===== config.mk =====
export PLATFORM = sky130hd
export DESIGN_NAME = hashed_timer_wheel
export DESIGN_NICKNAME = d
export VERILOG_FILES = /design/src/rtl/core/hwt_pkg.sv /design/src/rtl/core/hwt_cell.sv /design/src/rtl/core/hwt_head.sv /design/src/rtl/core/hwt_div.sv /design/src/rtl/core/hashed_timer_wheel.sv
export VERILOG_INCLUDE_DIRS = /design/src /design/src/rtl/core
export SDC_FILE = /design/constraint.sdc
export NUM_CORES = 1
export LEC_CHECK = 0
export BUFFER_PORTS_ARGS = -buffer_cell sky130_fd_sc_hd__buf_2
export CORE_ASPECT_RATIO = 1.4
export CORE_MARGIN = 5
export CORE_UTILIZATION = 55
export DETAILED_ROUTE_END_ITERATION = 16
export PLACE_DENSITY = 0.73
export SYNTH_ARGS = -nofsm -noshare
export SYNTH_HDL_FRONTEND = slang
export SYNTH_SLANG_ARGS = --single-unit

===== constraint.sdc =====
create_clock -name i_clk -period 18.7 [get_ports i_clk]
set_clock_uncertainty 0.15 [all_clocks]
set_input_delay 0.935 -clock i_clk [delete_from_list [all_inputs] [get_ports i_clk]]
set_output_delay 0.935 -clock i_clk [all_outputs]
set_load 0.02 [all_outputs]

===== src/rtl/core/assert_macros.svh =====
// Concurrent assertion helpers; clock and active-low reset passed in.
`ifndef ASSERT_MACROS_SVH
`define ASSERT_MACROS_SVH

`define HWT_ASSERT(label, clk, rst_n, prop, msg) \
    label: assert property (@(posedge clk) disable iff (!rst_n) prop) else $error(msg);

`define HWT_ASSERT_NEVER(label, clk, rst_n, expr, msg) \
    label: assert property (@(posedge clk) disable iff (!rst_n) !(expr)) else $error(msg);

`endif


===== src/rtl/core/hwt_pkg.sv =====
`default_nettype none
package hwt_pkg;

    localparam int SLOTS     = 10;
    localparam int MAX_TASKS = 16;
    localparam int PERIOD_W  = 16;
    localparam int ID_W      = 4;
    localparam int SLOT_W    = (SLOTS > 1) ? $clog2(SLOTS) : 1;
    localparam int TASK_W    = (MAX_TASKS > 1) ? $clog2(MAX_TASKS) : 1;
    localparam int CMP_W     = 8;
    localparam int RECIP_SH  = PERIOD_W + SLOT_W;
    localparam int RECIP_W   = PERIOD_W + 1;
    localparam int PROD_W    = PERIOD_W + RECIP_W;
    localparam logic [RECIP_W-1:0] RECIP = RECIP_W'(((1 << RECIP_SH) + SLOTS - 1) / SLOTS);

    typedef enum logic [1:0] {
        OP_TICK = 2'd0,
        OP_ADD  = 2'd1,
        OP_DEL  = 2'd2
    } t_op;

    typedef enum logic [2:0] {
        ST_FIRED      = 3'd0,
        ST_ADDED      = 3'd1,
        ST_DELETED    = 3'd2,
        ST_NOT_ARMED  = 3'd3,
        ST_BAD_PERIOD = 3'd4
    } t_status;

    typedef struct packed {
        logic [1:0]          opcode;
        logic [ID_W-1:0]     task_id;
        logic [PERIOD_W-1:0] period_ticks;
    } t_in_item;

    typedef struct packed {
        logic [2:0]      status;
        logic [ID_W-1:0] task_id_res;
        logic            last;
    } t_out_item;

    typedef struct packed {
        logic                armed;
        logic [SLOT_W-1:0]   slot;
        logic [PERIOD_W-1:0] rounds;
        logic [PERIOD_W-1:0] pdiv;
        logic [SLOT_W-1:0]   pmod;
    } t_entry;

    typedef struct packed {
        logic                tick;
        logic                add;
        logic                del;
        logic                target;
        logic [SLOT_W-1:0]   cur;
        logic [PERIOD_W-1:0] quot;
        logic [SLOT_W-1:0]   pmod;
    } t_head_ctl;

    typedef struct packed {
        logic fire;
        logic was_armed;
    } t_head_res;

    function automatic logic [SLOT_W-1:0] slot_add(input logic [SLOT_W-1:0] a,
                                                   input logic [SLOT_W-1:0] b);
        logic [SLOT_W:0] sum;
        sum = {1'b0, a} + {1'b0, b};
        if (sum >= (SLOT_W+1)'(SLOTS)) begin
            sum = sum - (SLOT_W+1)'(SLOTS);
        end
        return sum[SLOT_W-1:0];
    endfunction

endpackage
`default_nettype wire


===== src/rtl/core/hwt_cell.sv =====
`default_nettype none
module hwt_cell (
    input  wire logic            i_clk,
    input  wire logic            i_rst_n,
    input  wire logic            i_shift,
    input  wire hwt_pkg::t_entry i_entry,
    output hwt_pkg::t_entry      o_entry
);
    import hwt_pkg::*;

    logic   r_armed;
    t_entry r_data;

    always_ff @(posedge i_clk) begin
        if (!i_rst_n) begin
            r_armed <= 1'b0;
        end else if (i_shift) begin
            r_armed <= i_entry.armed;
        end
    end

    always_ff @(posedge i_clk) begin
        if (i_shift) begin
            r_data <= i_entry;
        end
    end

    always_comb begin
        o_entry       = r_data;
        o_entry.armed = r_armed;
    end

endmodule
`default_nettype wire


===== src/rtl/core/hwt_head.sv =====
`default_nettype none
module hwt_head (
    input  wire hwt_pkg::t_entry    i_entry,
    input  wire hwt_pkg::t_head_ctl i_ctl,
    output hwt_pkg::t_entry         o_entry,
    output hwt_pkg::t_head_res      o_res
);
    import hwt_pkg::*;

    always_comb begin
        o_entry         = i_entry;
        o_res.fire      = 1'b0;
        o_res.was_armed = i_entry.armed;
        if (i_ctl.tick && i_entry.armed && (i_entry.slot == i_ctl.cur)) begin
            if (i_entry.rounds == '0) begin
                o_res.fire     = 1'b1;
                o_entry.slot   = slot_add(i_ctl.cur, i_entry.pmod);
                o_entry.rounds = i_entry.pdiv;
            end else begin
                o_entry.rounds = i_entry.rounds - 1'b1;
            end
        end
        if (i_ctl.add && i_ctl.target) begin
            o_entry.armed  = 1'b1;
            o_entry.slot   = slot_add(i_ctl.cur, i_ctl.pmod);
            o_entry.rounds = i_ctl.quot;
            o_entry.pdiv   = i_ctl.quot;
            o_entry.pmod   = i_ctl.pmod;
        end
        if (i_ctl.del && i_ctl.target) begin
            o_entry.armed = 1'b0;
        end
    end

endmodule
`default_nettype wire


===== src/rtl/core/hwt_div.sv =====
`default_nettype none
module hwt_div (
    input  wire logic                            i_clk,
    input  wire logic                            i_rst_n,
    input  wire logic                            i_start,
    input  wire logic [hwt_pkg::PERIOD_W-1:0]    i_dividend,
    output logic                                 o_done,
    output logic [hwt_pkg::PERIOD_W-1:0]         o_quot,
    output logic [hwt_pkg::SLOT_W-1:0]           o_pmod
);
    import hwt_pkg::*;

    logic                r_stage;
    logic                r_done;
    logic [PERIOD_W-1:0] r_dvd;
    logic [PERIOD_W-1:0] r_quot;
    logic [SLOT_W-1:0]   r_pmod;
    logic [PROD_W-1:0]   prod;
    logic [PERIOD_W-1:0] rem_full;

    // divide by SLOTS through the reciprocal, then recover the remainder
    always_comb begin
        prod     = PROD_W'(i_dividend) * PROD_W'(RECIP);
        rem_full = r_dvd - PERIOD_W'(r_quot * SLOTS);
    end

    always_ff @(posedge i_clk) begin
        if (!i_rst_n) begin
            r_stage <= 1'b0;
            r_done  <= 1'b0;
        end else begin
            r_stage <= i_start;
            r_done  <= r_stage;
        end
    end

    always_ff @(posedge i_clk) begin
        if (i_start) begin
            r_dvd  <= i_dividend;
            r_quot <= PERIOD_W'(prod >> RECIP_SH);
        end
        if (r_stage) begin
            r_pmod <= slot_add(rem_full[SLOT_W-1:0], SLOT_W'(1));
        end
    end

    assign o_done = r_done;
    assign o_quot = r_quot;
    assign o_pmod = r_pmod;

endmodule
`default_nettype wire


===== src/rtl/core/hashed_timer_wheel.sv =====
// Hashed timer wheel with per-task round counts.
// Input channel (i_in_valid / o_in_ready, i_in_item): tick, add or delete.
// Output channel (o_out_valid / i_out_ready, o_out_item): one status per add
// or delete, one fire item per task firing on a tick, last set on the final one.
// The task table is a ring of MAX_TASKS cells; every tick, delete or accepted add
// rotates the ring once, the head cell applying the update, so ids are visited in order.
// Steps from the accepting edge to the first item offered:
//   tick   : walk the ring, then a flush for the last fire.
//   delete : walk the ring, then the status item.
//   add    : divider (reciprocal multiply, then remainder), then walk the ring,
//            then a flush to the status item.
//   bad period / out of range add: straight to the status item.
// o_in_ready is low while an item is in work and rises in the cycle the final
// result is offered, so a new item is taken only once the last one is through.
// A fired task is held in a one-entry register until the next fire or the end of the
// walk decides its last flag; the walk stalls only when a second fire meets a
// full, stalled output register, and the flush waits for the output register.
// Reset (synchronous, active low) disarms all tasks and sets the current slot
// to zero; no clearing pass is needed.
`default_nettype none
module hashed_timer_wheel (
    input  wire logic               i_clk,
    input  wire logic               i_rst_n,
    input  wire logic               i_in_valid,
    output logic                    o_in_ready,
    input  wire hwt_pkg::t_in_item  i_in_item,
    output logic                    o_out_valid,
    input  wire logic               i_out_ready,
    output hwt_pkg::t_out_item      o_out_item
);
    import hwt_pkg::*;
    `include "assert_macros.svh"

    typedef enum logic [3:0] {
        S_IDLE  = 4'b0001,
        S_DIV   = 4'b0010,
        S_WALK  = 4'b0100,
        S_FLUSH = 4'b1000
    } t_state;

    t_state              r_state;
    logic [1:0]          r_op;
    logic [ID_W-1:0]     r_id;
    logic [2:0]          r_status;
    logic [TASK_W-1:0]   r_step;
    logic [SLOT_W-1:0]   r_cur;
    logic                r_pend_valid;
    logic [ID_W-1:0]     r_pend_id;
    logic                r_out_valid;
    t_out_item           r_out_item;

    t_entry              chain [MAX_TASKS];
    t_entry              head_out;
    t_head_ctl           ctl;
    t_head_res           res;
    logic                accept;
    logic                out_free;
    logic                walking;
    logic                stall;
    logic                shift;
    logic                last_step;
    logic                div_start;
    logic                div_done;
    logic [PERIOD_W-1:0] div_quot;
    logic [SLOT_W-1:0]   div_pmod;
    logic [2:0]          add_status;
    logic                out_load;
    t_out_item           n_out_item;

    assign accept    = i_in_valid && o_in_ready;
    assign out_free  = !r_out_valid || i_out_ready;
    assign walking   = r_state == S_WALK;
    assign stall     = walking && res.fire && r_pend_valid && !out_free;
    assign shift     = walking && !stall;
    assign last_step = r_step == TASK_W'(MAX_TASKS - 1);

    always_comb begin
        if (CMP_W'(i_in_item.task_id) >= CMP_W'(MAX_TASKS)) begin
            add_status = ST_NOT_ARMED;
        end else if (i_in_item.period_ticks == '0) begin
            add_status = ST_BAD_PERIOD;
        end else begin
            add_status = ST_ADDED;
        end
    end

    assign div_start = accept && (i_in_item.opcode == OP_ADD) && (add_status == ST_ADDED);

    hwt_div u_div (
        .i_clk      (i_clk),
        .i_rst_n    (i_rst_n),
        .i_start    (div_start),
        .i_dividend (i_in_item.period_ticks - 1'b1),
        .o_done     (div_done),
        .o_quot     (div_quot),
        .o_pmod     (div_pmod)
    );

    always_comb begin
        ctl.tick   = r_op == OP_TICK;
        ctl.add    = r_op == OP_ADD;
        ctl.del    = r_op == OP_DEL;
        ctl.target = CMP_W'(r_step) == CMP_W'(r_id);
        ctl.cur    = r_cur;
        ctl.quot   = div_quot;
        ctl.pmod   = div_pmod;
    end

    hwt_head u_head (
        .i_entry (chain[0]),
        .i_ctl   (ctl),
        .o_entry (head_out),
        .o_res   (res)
    );

    for (genvar k = 0; k < MAX_TASKS; k++) begin : g_cell
        if (k == MAX_TASKS - 1) begin : g_tail
            hwt_cell u_cell (
                .i_clk   (i_clk),
                .i_rst_n (i_rst_n),
                .i_shift (shift),
                .i_entry (head_out),
                .o_entry (chain[k])
            );
        end else begin : g_mid
            hwt_cell u_cell (
                .i_clk   (i_clk),
                .i_rst_n (i_rst_n),
                .i_shift (shift),
                .i_entry (chain[k+1]),
                .o_entry (chain[k])
            );
        end
    end

    always_comb begin
        out_load   = 1'b0;
        n_out_item = '{status: r_status, task_id_res: r_id, last: 1'b1};
        if (shift && res.fire && r_pend_valid) begin
            out_load   = 1'b1;
            n_out_item = '{status: ST_FIRED, task_id_res: r_pend_id, last: 1'b0};
        end else if (r_state == S_FLUSH && out_free) begin
            if (r_op == OP_TICK) begin
                out_load   = r_pend_valid;
                n_out_item = '{status: ST_FIRED, task_id_res: r_pend_id, last: 1'b1};
            end else begin
                out_load   = 1'b1;
            end
        end
    end

    always_ff @(posedge i_clk) begin
        if (!i_rst_n) begin
            r_out_valid <= 1'b0;
        end else if (out_load) begin
            r_out_valid <= 1'b1;
        end else if (i_out_ready) begin
            r_out_valid <= 1'b0;
        end
    end

    always_ff @(posedge i_clk) begin
        if (out_load) begin
            r_out_item <= n_out_item;
        end
    end

    always_ff @(posedge i_clk) begin
        if (!i_rst_n) begin
            r_state      <= S_IDLE;
            r_cur        <= '0;
            r_step       <= '0;
            r_pend_valid <= 1'b0;
        end else begin
            unique case (r_state)
                S_IDLE: begin
                    if (accept) begin
                        r_op         <= i_in_item.opcode;
                        r_id         <= i_in_item.task_id;
                        r_step       <= '0;
                        r_pend_valid <= 1'b0;
                        case (i_in_item.opcode)
                            OP_TICK: begin
                                r_cur   <= slot_add(r_cur, SLOT_W'(1));
                                r_state <= S_WALK;
                            end
                            OP_ADD: begin
                                r_status <= add_status;
                                r_state  <= (add_status == ST_ADDED) ? S_DIV : S_FLUSH;
                            end
                            OP_DEL: begin
                                r_status <= ST_NOT_ARMED;
                                r_state  <= S_WALK;
                            end
                            default: begin
                                r_state <= S_IDLE;
                            end
                        endcase
                    end
                end
                S_DIV: begin
                    if (div_done) begin
                        r_state <= S_WALK;
                    end
                end
                S_WALK: begin
                    if (shift) begin
                        r_step <= last_step ? '0 : r_step + 1'b1;
                        if (res.fire) begin
                            r_pend_valid <= 1'b1;
                            r_pend_id    <= ID_W'(r_step);
                        end
                        if (ctl.del && ctl.target) begin
                            r_status <= res.was_armed ? ST_DELETED : ST_NOT_ARMED;
                        end
                        if (last_step) begin
                            r_state <= S_FLUSH;
                        end
                    end
                end
                S_FLUSH: begin
                    if (r_op == OP_TICK) begin
                        if (!r_pend_valid) begin
                            r_state <= S_IDLE;
                        end else if (out_free) begin
                            r_pend_valid <= 1'b0;
                            r_state      <= S_IDLE;
                        end
                    end else if (out_free) begin
                        r_state <= S_IDLE;
                    end
                end
                default: begin
                    r_state <= S_IDLE;
                end
            endcase
        end
    end

    assign o_in_ready  = r_state == S_IDLE;
    assign o_out_valid = r_out_valid;
    assign o_out_item  = r_out_item;

    `HWT_ASSERT(a_pend_in_walk, i_clk, i_rst_n, r_pend_valid |-> (r_state == S_WALK || r_state == S_FLUSH), "held fire outside walk")
    `HWT_ASSERT(a_ring_home, i_clk, i_rst_n, (r_state == S_IDLE) |-> (r_step == '0), "ring not restored when idle")
    `HWT_ASSERT_NEVER(a_stall_full, i_clk, i_rst_n, stall && !r_out_valid, "walk stalled with empty output")
    `HWT_ASSERT(a_quiet_flush, i_clk, i_rst_n, (r_state == S_FLUSH && r_op == OP_TICK && !r_pend_valid) |=> (r_state == S_IDLE), "quiet tick did not finish")

endmodule
`default_nettype wire


# Word-level counts from Yosys, hierarchy flattened
# Cells that the tools add are included.
totals:
  output_inout_bits: 10
  in_bits: 26
  regBits: 714
classes:
  n_mux: 47
  reduce_logical: 33
  n_eq_ne: 20
  n_addsub: 12
  multipliers: 2
  magnitude_cmp: 4
ops:
  columns: ["op", "count"]
  rows:
  - ["$mux 4", 16]
  - ["$mux 41", 1]
  - ["$logic_not 16->1", 2]
  - ["$mul 16x16->32 const B", 1]
  - ["$sub 16x1->16 const B", 2]
  - ["$ge 5x4->1 const B", 4]
  - ["$mux 20", 1]
  - ["$mux 16", 1]
  - ["$mux 8", 2]
  - ["$pmux 4 s2", 2]
  - ["$pmux 4 s4", 1]
  - ["$sub 4x4->4 const B", 4]
  - ["$mux 1", 15]
  - ["$logic_and 1x1->1", 14]
  - ["$mul 13x3->3 const B", 1]
  - ["$mux 3", 4]
  - ["$ne 2x1->1 const B", 6]
  - ["$pmux 3 s2", 2]
  - ["$add 4x1->5 const B", 2]
  - ["$add 4x4->5", 2]
  - ["$reduce_and 3->1", 3]
  - ["$eq 4x4->1", 2]
  - ["$eq 4x4->1 const B", 2]
  - ["$reduce_and 4->1", 2]
  - ["20 further kinds", 26]

# Logic depth before layout (Yosys ltp)
logic_depth:
  depth_word: 13
  depth_mapped: 25
  depth_no_buf: 25

# Cells and area by module
# A second synthesis with hierarchy kept.
hier_totals:
  cells_unflattened: 1724
  area_unflattened_um2: 29082.9
modules_own_cells:
  columns: ["module", "n_inst", "area_each_um2", "cells_each"]
  rows:
  - ["hwt_cell", 16, 1244.9, 44]
  - ["hwt_div", 1, 5526.6, 541]
  - ["hashed_timer_wheel", 1, 2145.8, 220]
  - ["hwt_head", 1, 1491.4, 259]

# Worst setup path after synthesis
# OpenSTA, ideal clock, no wires.
synth_path:
  path_type: "input-to-reg"
  from: "input i_out_ready"
  to: "register g_cell[0].g_mid.u_cell.r_armed"
  path_buffers: 1
  setup_slack_ns: 9.069
  path_stages: 7
  setup_ns: 0.085
  arrival_time_ns: 9.397
  path_cell_list: "nor2b_1 -> nand2_1 -> o21ai_2 -> inv_2 -> buf_2 -> nand2_1 -> a21oi_2"
synth_via:
  elab_chain_len: 5
synth_rtl:
  columns: ["element", "line_no", "source"]
  rows:
  - ["from (decl)", "hashed_timer_wheel.sv:28", "input wire logic i_out_ready,"]
  - ["$logic_or 1x1->1", "hashed_timer_wheel.sv:71", "assign out_free = !r_out_valid || i_out_ready;"]
  - ["$logic_not 1->1", "hashed_timer_wheel.sv:73", "assign stall = walking && res.fire && r_pend_valid && !out_free;"]
  - ["$logic_and 1x1->1", "hashed_timer_wheel.sv:73", null]
  - ["$logic_not 1->1", "hashed_timer_wheel.sv:74", "assign shift = walking && !stall;"]
  - ["$logic_and 1x1->1", "hashed_timer_wheel.sv:74", null]
  - ["via g_cell[0].g_mid.u_cell.i_shift", "hwt_cell.sv:5", "input wire logic i_shift,"]
  - ["to (signal assigned)", "hwt_cell.sv:18", "r_armed <= i_entry.armed;"]
  - ["to (decl)", "hwt_cell.sv:11", "logic r_armed;"]
# The timed path passes the listed nets, and every way through them passes these cells.
# A chain may end at the register's enable or synchronous reset.

# Final worst setup path
layout_path:
  from: "input i_in_item[0] (netlist name)"
  to: "register u_div.r_quot[10], in the netlist u_div.o_quot[10], data pin"
layout_via:
  elab_chain_len: 2
layout_rtl:
  columns: ["element", "line_no", "source"]
  rows:
  - ["from (decl)", "hashed_timer_wheel.sv:26", "input wire hwt_pkg::t_in_item i_in_item,"]
  - ["$sub 16x1->16", "hashed_timer_wheel.sv:93", ".i_dividend (i_in_item.period_ticks - 1'b1),"]
  - ["via u_div.i_dividend, one bit", "hwt_div.sv:6", "input wire logic [hwt_pkg::PERIOD_W-1:0] i_dividend,"]
  - ["$mul 16x16->32", "hwt_div.sv:23", "prod = PROD_W'(i_dividend) * PROD_W'(RECIP);"]
  - ["via u_div.prod[30]", "hwt_div.sv:18", "logic [PROD_W-1:0] prod;"]
  - ["to (signal assigned)", "hwt_div.sv:40", "r_quot <= PERIOD_W'(prod >> RECIP_SH);"]
  - ["to (decl)", "hwt_div.sv:16", "logic [PERIOD_W-1:0] r_quot;"]
# The timed path passes the listed nets, and every way through them passes these cells.

==> results.md <==
| Metric | This run |
| --- | --- |
| Asr flop ratio synth | 0 |
| Maximum vdd drop | 0.102 mV |
| Clock buffer depth | 3 |
| Overall Global Routing Usage | 0.178 |
| Static power due to leakage | 11.5 nW |
| Delay of the slowest cell on the worst path | 0.55 ns |
| Count of distinct cell types in the synthesized netlist | 74 |
| Pin slew with the least headroom to its limit | 1.18 ns |
| Layout cell share with drive strength beyond 1 | 0.0921 |
| # clock sinks | 714 |
| Most frequent cell on the critical path | inv_1 |
| CP max-delay cell | fa_1 |
| Residual antenna-violating net count after detailed routing | 0 |
| Mean instance size in the synthesized netlist | 17.0 sq um |
| Number of pins exceeding their max-slew limit in the final report | 0 |
| P per Cell Area | 135 mW/mm^2 |
| Root buffer cell | clkbuf_16 |
| Most congested layer reported by global routing | met2 |
| Crit path arrival time | 7.87 ns |
| Critical path type | in -> reg |
| RSZ-0062 raised after global routing | no |
| I/O pins | 36 |
| Antenna violations before repair | 0 |
| Seq cells post-synth | 714 |
| Largest net degree at the start of global routing | 231 |
| Met1 usage | 0.243 |
| Cell count after synthesis | 1686 |
| Postcts setup bufs | 0 |
| Post-layout min period | 7.68 ns |
| Worst min-delay path category | reg -> reg |
| Count of routing violations after the opening detailed-route iteration | 1034 |
| Post-synth net total | 1940 |
| Top cells by instance count after synthesis | edfxtp_1, inv_1, ha_1 |
| Number of levels in the clock H-tree | 3 |
| Area growth syn-to-layout | 11.2% |
| CP max FO | 6 |
| Total DRC errors in the routed layout | 0 |
| # fillers | 3678 |
| Critical path startpoint category | primary input |
| Die Height | 280 um |
| Detailed-route wire length | 49700 um |
| Total buffers and inverters traversed by the critical path | 6 |
| Area enclosed by the die boundary | 0.0568 sq mm |
| Synthesis warning total | 0 |
| Upper clock frequency limit | 0.130 GHz |
| Site row count | 99 |
| Clock slew seen by the registers of the worst setup and hold paths | 0.06 ns |
| Starting Density | 0.552 |
| Congestion Overflow GR | 0 |
| Sum Neg Setup Slack | 0 ns |
| Max_cap viols | 0 |
| # nets final | 2026 |
| Vias after detailed routing | 13500 |
| Count of instances resized after the clock tree is built | 0 |
| Final clock period utilization by the worst path | 0.411 |
| Inserted Clock Buffers | 66 |
| ANT cells | 0 |
| Fraction of synthesized cell area taken by the top area cell type | 0.715 |
| Routed via count divided by cell count | 5.45 |
| M2 GR Usage | 0.295 |
| Endpoint class of the critical path | flip-flop |
| Wire length of the first global-routing pass | 77600 um |
| Count of hold-fix buffers inserted at cts | 0 |
| Count of final setup violators | 0 |
| Total of buffers placed on input and output ports | 35 |
| Cell area after synthesis | 0.0286 sq mm |
| Die width | 203 um |
| Number of endpoints with negative hold slack in the final report | 0 |
| Max_slew headroom | 0.214 |
| Number of flops mapped to enable cells by yosys | 682 |
| Weighted congestion reported at the end of routability-driven placement | 0.894 |
| Result of the run | complete, no violations |
| Clock network latency to the later pin of the worst-skew pair | 0.61 ns |
| Via count of the first global-routing pass | 13800 |
| Dominant cells by area after synthesis | edfxtp_1, ha_1, fa_1 |
| Top FF cell, synth | edfxtp_1 |
| Floorplan core area | 0.0519 sq mm |
| Share of synthesized area occupied by flip-flops and latches | 0.737 |
| TritonCTS clock tree | built |
| Post-DR wirelength/cell | 20.0 um |
| Critical path's top delay family | adder cells |
| Library cell with the largest summed area after synthesis | edfxtp_1 |
| Length of the first detailed-routing pass in iterations | 5 |
| Detailed placer's ending HPWL | 33800 um |
| Met3 Usage GRT | 0.0297 |
| Most numerous cell in the Yosys netlist | edfxtp_1 |
| Final worst hold slack | 0.244 ns |
| Worst path required time | 18.88 ns |
[per-layer routing]
| metal | up-vias | routed length, um |
|---|---|---|
| li1 | 6354 | - |
| met4 | 0 | 1580 |
| met5 | - | 0 |
| met2 | 303 | 24500 |
| met1 | 6762 | 21700 |
| met3 | 96 | 1960 |
[flip-flops by register name (all words and copies together), names as in the netlist, 8 cells and up]
signal                        flops
g_cell.g_mid.u_cell.o_entry     600
u_div.o_quot                     13
o_out_item                        8
g_cell.g_mid.u_cell.r_armed      15
g_cell.g_tail.u_cell.o_entry     40
[layout by cell type, fill, tap and decap left out, types with 8 or more instances in the layout]
master	count
edfxtp_1	682
inv_1	155
ha_1	148
nand2_1	124
fa_1	80
clkbuf_16	66
nor2_1	58
a21oi_1	56
xnor2_1	44
o21ai_0	38
buf_2	35
dfxtp_1	32
xor2_1	26
nor3_1	23
nand3_1	16
clkbuf_1	14
and2_1	12
clkinv_1	11
a21o_1	10
a21oi_2	10
nor4_1	9
a31oi_1	9
clkinv_2	9
o21ai_1	8
[per-stage QoR]
stage	total power [W]	utilization	setup WS, ns	area, sq um	instances
after detailed placement	0.00296	0.570	10.50	29600	2360
after floorplan	0.00267	-	9.07	28600	1686
after global placement	0.00294	0.570	10.66	29600	2360
after global routing	0.00455	0.613	10.75	31800	2481
final	0.00430	0.613	11.02	31800	2481
after CTS	0.00434	0.613	11.14	31800	2481
[cell families after synthesis]
| family | share of synthesized area |
|---|---|
| compound gates | 0.0405 |
| xor+xnor | 0.0220 |
| fa+ha+maj | 0.121 |
| flops | 0.737 |
| buf+inv | 0.0248 |
| simple gates | 0.0512 |
| mux | 0.00341 |
[layout make-up]
cell class / instances / area, sq um / share of cell area
clock buffer: 82 / 1730 / 0.0544
clock inverter: 39 / 509 / 0.0160
inverter: 156 / 593 / 0.0186
multi-input combinational: 792 / 6810 / 0.214
sequential: 714 / 21100 / 0.663
tap: 656 / 821 / 0.0258
timing repair buffer: 42 / 253 / 0.00794
[power breakdown]
part           internal, W  switching (W)  total, W  leakage, nW
clock network     0.000773       0.000589   0.00136         1.09
registers          0.00181      0.0000203   0.00183         6.42
logic             0.000444       0.000662   0.00111         3.97
total              0.00303        0.00127   0.00430         11.5
[path summary, 6_finish.rpt]
check | startpoint | endpoint | slack (ns) | depth (start not counted)
max reg2reg | g_cell[0].g_mid.u_cell.o_entry[20]$_DFFE_PP_ | g_cell[0].g_mid.u_cell.o_entry[11]$_DFFE_PP_ | 12.23 | 10
min reg2reg | g_cell[14].g_mid.u_cell.o_entry[37]$_DFFE_PP_ | g_cell[13].g_mid.u_cell.o_entry[37]$_DFFE_PP_ | 0.24 | 0
max | i_in_item[0] | u_div.o_quot[10]$_DFFE_PP_ | 11.02 | 25
min | g_cell[14].g_mid.u_cell.o_entry[37]$_DFFE_PP_ | g_cell[13].g_mid.u_cell.o_entry[37]$_DFFE_PP_ | 0.24 | 0
[worst register-to-register path, cell delays in order (launching register included)]
cell and delay [ns]:
edfxtp_1 0.51, inv_1 0.10, ha_1 0.16, or4b_1 0.64, nor4b_4 0.46, nand4_4 0.38
o21ai_2 0.94, inv_8 0.50, buf_12 0.74, buf_12 0.66, buf_4 0.79
No activity file was read; power rests on OpenSTA's default activity.
